[config.mk]
export PLATFORM = sky130hd
export DESIGN_NAME = jpd_hist_ram
export DESIGN_NICKNAME = d
export VERILOG_FILES = /design/src/hdl/joint_pd_torque_controller_unit_defines.svh /design/src/hdl/jpd_pkg.sv /design/src/hdl/jpd_hist_ram.sv
export SDC_FILE = /design/constraint.sdc
export NUM_CORES = 2
export LEC_CHECK = 0
export ABC_AREA = 1
export CORE_ASPECT_RATIO = 1.2
export CORE_MARGIN = 3
export CORE_UTILIZATION = 40
export DETAILED_ROUTE_END_ITERATION = 12
export DONT_BUFFER_PORTS = 1
export GPL_ROUTABILITY_DRIVEN = 0
export PLACE_DENSITY_LB_ADDON = 0.08
export SLEW_MARGIN = 20
export SYNTH_ARGS = -nofsm -noshare
export SYNTH_HDL_FRONTEND = slang
export SYNTH_SLANG_ARGS = --single-unit
export TNS_END_PERCENT = 1
[constraint.sdc]
create_clock -name clk -period 7.4 [get_ports clk]
set_input_delay 0 -clock clk [delete_from_list [all_inputs] [get_ports clk]]
set_output_delay 0 -clock clk [all_outputs]
set_load 0.005 [all_outputs]
[src/hdl/joint_pd_torque_controller_unit_defines.svh]
// ----------------------------------------------------------------------------
// Joint PD torque controller: assertion macros
// Concurrent check helpers shared by the controller RTL; empty under SYNTH.
// ----------------------------------------------------------------------------
`ifndef JOINT_PD_TORQUE_CONTROLLER_UNIT_DEFINES_SVH
`define JOINT_PD_TORQUE_CONTROLLER_UNIT_DEFINES_SVH

`ifndef SYNTH
// same-cycle implication, sampled on clk, off during reset
`define JPD_ASSERT_NOW(lbl, ante, cons) \
  lbl: assert property (@(posedge clk) disable iff (!rst_n) (ante) |-> (cons)) \
    else $error("jpd check failed");
// next-cycle implication, sampled on clk, off during reset
`define JPD_ASSERT_NEXT(lbl, ante, cons) \
  lbl: assert property (@(posedge clk) disable iff (!rst_n) (ante) |=> (cons)) \
    else $error("jpd check failed");
`else
`define JPD_ASSERT_NOW(lbl, ante, cons)
`define JPD_ASSERT_NEXT(lbl, ante, cons)
`endif

`endif

[src/hdl/jpd_pkg.sv]
// ----------------------------------------------------------------------------
// Joint PD torque controller package
// Shared types, codes, register indexes and the fixed per-joint gain tables.
// ----------------------------------------------------------------------------
`default_nettype none

package jpd_pkg;

  localparam int MAX_JOINTS_DEF = 64;
  localparam int GAIN_ENTRIES   = 44;
  localparam int JOINT_W        = 6;
  localparam int ANGLE_W        = 32;
  localparam int TORQUE_W       = 48;
  localparam int CFG_IDX_W      = 2;
  localparam int CFG_DATA_W     = 32;
  localparam int JCOUNT_W       = 7;

  localparam logic [31:0]       INV_TIMESTEP_RST = 32'd13107200;
  localparam logic [JCOUNT_W-1:0] JOINT_COUNT_RST = 7'd44;

  // command carried in the input tuser
  typedef enum logic {
    CMD_PRIME   = 1'b0,
    CMD_CONTROL = 1'b1
  } cmd_t;

  // result status carried in the output tuser
  typedef enum logic [1:0] {
    STAT_OK  = 2'd0,
    STAT_SAT = 2'd1,
    STAT_BAD = 2'd2
  } status_t;

  // configuration register indexes
  localparam logic [CFG_IDX_W-1:0] CFG_INV_TIMESTEP = 2'd0;
  localparam logic [CFG_IDX_W-1:0] CFG_JOINT_COUNT  = 2'd1;

  // one history entry: the last angles seen for a joint
  typedef struct packed {
    logic [ANGLE_W-1:0] meas_ang;
    logic [ANGLE_W-1:0] ref_ang;
  } hist_t;

  // memory port group between the controller and its history store
  typedef struct packed {
    logic               wr_en;
    logic [7:0]         wr_addr;
    hist_t              wr_data;
    logic               rd_en;
    logic [7:0]         rd_addr;
  } hist_req_t;

  localparam logic [31:0] KP_ROM [0:GAIN_ENTRIES-1] = '{
    32'd500, 32'd300, 32'd300, 32'd300, 32'd300, 32'd800, 32'd800, 32'd100,
    32'd30,  32'd300, 32'd300, 32'd800, 32'd30,  32'd300, 32'd100, 32'd30,
    32'd30,  32'd300, 32'd300, 32'd100, 32'd30,  32'd300, 32'd30,  32'd30,
    32'd30,  32'd30,  32'd30,  32'd30,  32'd30,  32'd30,  32'd30,  32'd30,
    32'd100, 32'd30,  32'd30,  32'd300, 32'd30,  32'd30,  32'd30,  32'd30,
    32'd30,  32'd30,  32'd30,  32'd30
  };

  // derivative gains: every used joint holds 1, the rest 0
  localparam logic [31:0] KD_ROM [0:GAIN_ENTRIES-1] = '{
    32'd1, 32'd1, 32'd1, 32'd1, 32'd1, 32'd1, 32'd1, 32'd1, 32'd1, 32'd1,
    32'd1, 32'd1, 32'd1, 32'd1, 32'd1, 32'd1, 32'd1, 32'd1, 32'd1, 32'd1,
    32'd1, 32'd1, 32'd1, 32'd1, 32'd1, 32'd1, 32'd1, 32'd1, 32'd1, 32'd1,
    32'd1, 32'd1, 32'd1, 32'd1, 32'd1, 32'd1, 32'd1, 32'd1, 32'd1, 32'd1,
    32'd1, 32'd1, 32'd1, 32'd1
  };

  function automatic logic [31:0] kp_gain(input logic [JOINT_W-1:0] j);
    logic [31:0] g;
    g = '0;
    if (int'(j) < GAIN_ENTRIES) begin
      g = KP_ROM[j];
    end
    return g;
  endfunction

  function automatic logic [31:0] kd_gain(input logic [JOINT_W-1:0] j);
    logic [31:0] g;
    g = '0;
    if (int'(j) < GAIN_ENTRIES) begin
      g = KD_ROM[j];
    end
    return g;
  endfunction

endpackage

`default_nettype wire

[src/hdl/jpd_hist_ram.sv]
// ----------------------------------------------------------------------------
// Joint history RAM
// One-write one-read synchronous store of the previous angles per joint;
// read data is registered, a same-address read returns the old entry.
// ----------------------------------------------------------------------------
`default_nettype none

module jpd_hist_ram #(
  parameter int DEPTH = jpd_pkg::MAX_JOINTS_DEF,
  parameter int AW    = 6
) (
  input  wire logic              clk,
  input  wire jpd_pkg::hist_req_t req,
  output jpd_pkg::hist_t         rd_data
);

  jpd_pkg::hist_t mem [0:DEPTH-1];
  jpd_pkg::hist_t rd_data_r;

  // write the new entry, read the old one at the same edge
  always_ff @(posedge clk) begin
    if (req.wr_en) begin
      mem[req.wr_addr[AW-1:0]] <= req.wr_data;
    end
    if (req.rd_en) begin
      rd_data_r <= mem[req.rd_addr[AW-1:0]];
    end
  end

  assign rd_data = rd_data_r;

endmodule

`default_nettype wire

==> flow_summary.toml <==
[floorplanning]
dieArea_sq_mm = 0.423
initial_core_util_pct = 40.3
ios = 147
coreArea_sq_mm = 0.412
rows = 258
fp.dieH_microns = 712
dieWidth_microns = 594

[finish]
drive_above_1_share_pct = 7.08
synthToLayoutAreaGrowth_pct = 13.5
nNetsFinal = 13500

[place]
numPortBuffers = 0
place_hpwl_mm = 262

[timing]
rsz0062_at_grt = "no"
hold_viol = 0
fin_crit_sh_pct = 99.4
worst_slew_pin_slew_ns = 4.58
setup_viol = 0
finalSetupTns_ns = 0
holdWs_ns = 0.0307
skew_ns = 0.0498
timing.fmax_ghz = 0.136
drv_slew = 662
min_period_ns = 7.36
slew_headroom_pct = -205

[global_routing]
overflow = 0
grt_max_degree = 719
grt_first_pass_wirelength_mm = 812
antenna_found_initial = 32
grt_pass1_vias = 103000
grtUsageTotal_pct = 27.0

[setup_path]
worstSetupStartpointType = "input pin"
cp-end-kind = "register"
worst-path-buf-inv = 9
cp_slowest_cell = "inv_16"
slowest_delay_ns = 1.52
required_ns = 8.13
arrival_ns = 8.09
crit_fanout = 710
path_class = "input pin to register"
crit_chain = "inv_16 > buf_12 > buf_4 > nand3_1 > nand3_1 > dlygate4sd3_1 > nand3_1 > dlygate4sd3_1 > nand3_1 > dlygate4sd3_1 > nand2_1 > dlygate4sd3_1 > nand2_1 > dlygate4sd3_1 > nand2_1 > dlygate4sd3_1"
crit_family = "buffers and inverters"
cp_common_cell = "dlygate4sd3_1"

[synth]
postSynthCellCount = 13400
synth_cell_types = 15
synth_nets = 13500
avgSynthCellArea_sq_um = 12.4
synth-seq-cells = 4160
synth_seq_area_share_pct = 75.3
yosys_warnings = 0
syn_area_sq_mm = 0.166

[drt]
num_vias = 108000
wl_mm = 584
via_per_inst = 5.64
first_pass_iters = 6
drc = 0
drt_iter0_drc = 12400
antenna_left = 0
wl_per_cell_microns = 30.4

[min_path]
hp-class = "input pin to register"

[clocking]
cts_tree = "yes"
cts_sinks = 4160
root_buffer = "clkbuf_16"
cts_made_buffers = 428
clkLatencyLatePin_ns = 0.99
cts_buffer_depth = 4
clkTransAtPathRegs_ns = 0.06
h-tree-depth = 5

[status]
violations = "max-slew violations"
status = "finished, violations left"

[power]
cellPowerDensity_mw_per_mm2 = 268
p_leak_nw = 65.3
ir_worst_vdd_mv = 0.202

[flow_run]
max_cap_viol_count = 0
metrics by stage:
stage	total power, mW	area, sq um	cells	setup WS (ns)	utilization [%]
3_5_place_dp	28.8	171000	18200	3.58	41.4
4_1_cts	50.7	188000	19200	1.69	45.6
5_1_grt	51.9	188000	19200	0.616	45.7
2_1_floorplan	28.3	166000	13400	0.118	-
6_report	50.4	188000	19200	0.0436	45.7
3_3_place_gp	28.8	171000	18200	3.62	41.4
power by group:
part / switching [mW] / total, mW / leakage [nW] / internal [mW]
logic: 2.15 / 2.96 / 21.2 / 0.816
registers: 0.0804 / 26.2 / 37.5 / 26.1
clock network: 9.10 / 21.2 / 6.61 / 12.1
cells in the mapped netlist (all sizes together):
master	instances	area (sq um)
buf	750	4280
clkbuf	147	552
edfxtp	4160	125000
inv	12	50.1
nand2	4416	16600
nand3	3847	19300
nand4	9	56.3
nor2	56	210
nor4	8	50.1
registers in the layout, summed over array words and instances (netlist names):
name / flops
mem: 4096
rd_data: 64
tightest hold or removal path: cells and delay by family:
kind / cells / cell delay [ns]
and+or+nand+nor: 6 / 0.84
layout by cell type (no fill, tap or decap):
cell type / netlist / routed
dlygate4sd3_1: 0 / 120
clkinv_4: 0 / 2
clkbuf_1: 147 / 110
nor4_2: 0 / 8
clkbuf_16: 0 / 441
nand4_1: 9 / 9
buf_4: 134 / 170
clkinv_1: 0 / 87
clkinv_16: 0 / 2
edfxtp_1: 4160 / 4160
nand2_1: 4416 / 4416
inv_1: 8 / 6
bufinv_16: 0 / 37
clkinvlp_4: 0 / 9
inv_8: 0 / 3
clkinv_8: 0 / 1
nand3_1: 3847 / 3847
clkinv_2: 0 / 75
buf_12: 0 / 62
buf_6: 40 / 1
inv_6: 0 / 8
diode_2: 0 / 13
inv_16: 0 / 4
buf_16: 0 / 93
nor2_4: 0 / 56
cells by family (layout without fill, tap and decap cells):
group         after synthesis  after routing  synth area share [%]
other cells                 0             13                     0
flops                    4160           4160                  75.3
buf+inv                   909           1231                  2.94
simple gates             8336           8336                  21.8
area by class of cell:
type	count	area, sq um
repair buffers	446	6290
multi-input cells	8336	36600
inverters	12	105
fillers	36700	224000
clock buffers	551	11400
diodes	13	32.5
well taps	5460	6830
clock inverters	222	2080
flip-flops and latches	4160	125000
metal layers:
metal,part of all wire (%),vias up,GRT usage [%]
met5,0.012,-,0
met4,3.6,10,8.88
met3,6.5,886,3.41
met2,49,4250,46.3
met1,41,55200,35.6
li1,-,47900,-
path summary, 6_finish.rpt:
kind                     from     endpoint  slack, ns  cells past startpoint
hold reg to reg     mem[8][0]   rd_data[0]       0.88                      8
hold / removal         req[2]  rd_data[57]       0.03                      6
setup reg to reg  mem[38][40]  rd_data[40]       2.82                     14
setup / recovery       req[1]  rd_data[40]       0.04                     16
repair_timing:
| action | in CTS | in global routing |
|---|---|---|
| resized for setup | 0 | 0 |
| hold buffers | 211 | 4 |
| hold endpoints to repair | 4958 | 28 |
| endpoints found under the setup margin | 0 | 0 |
| buffers inserted | 0 | 0 |
Note: power is estimated with default switching activity, not from simulation.
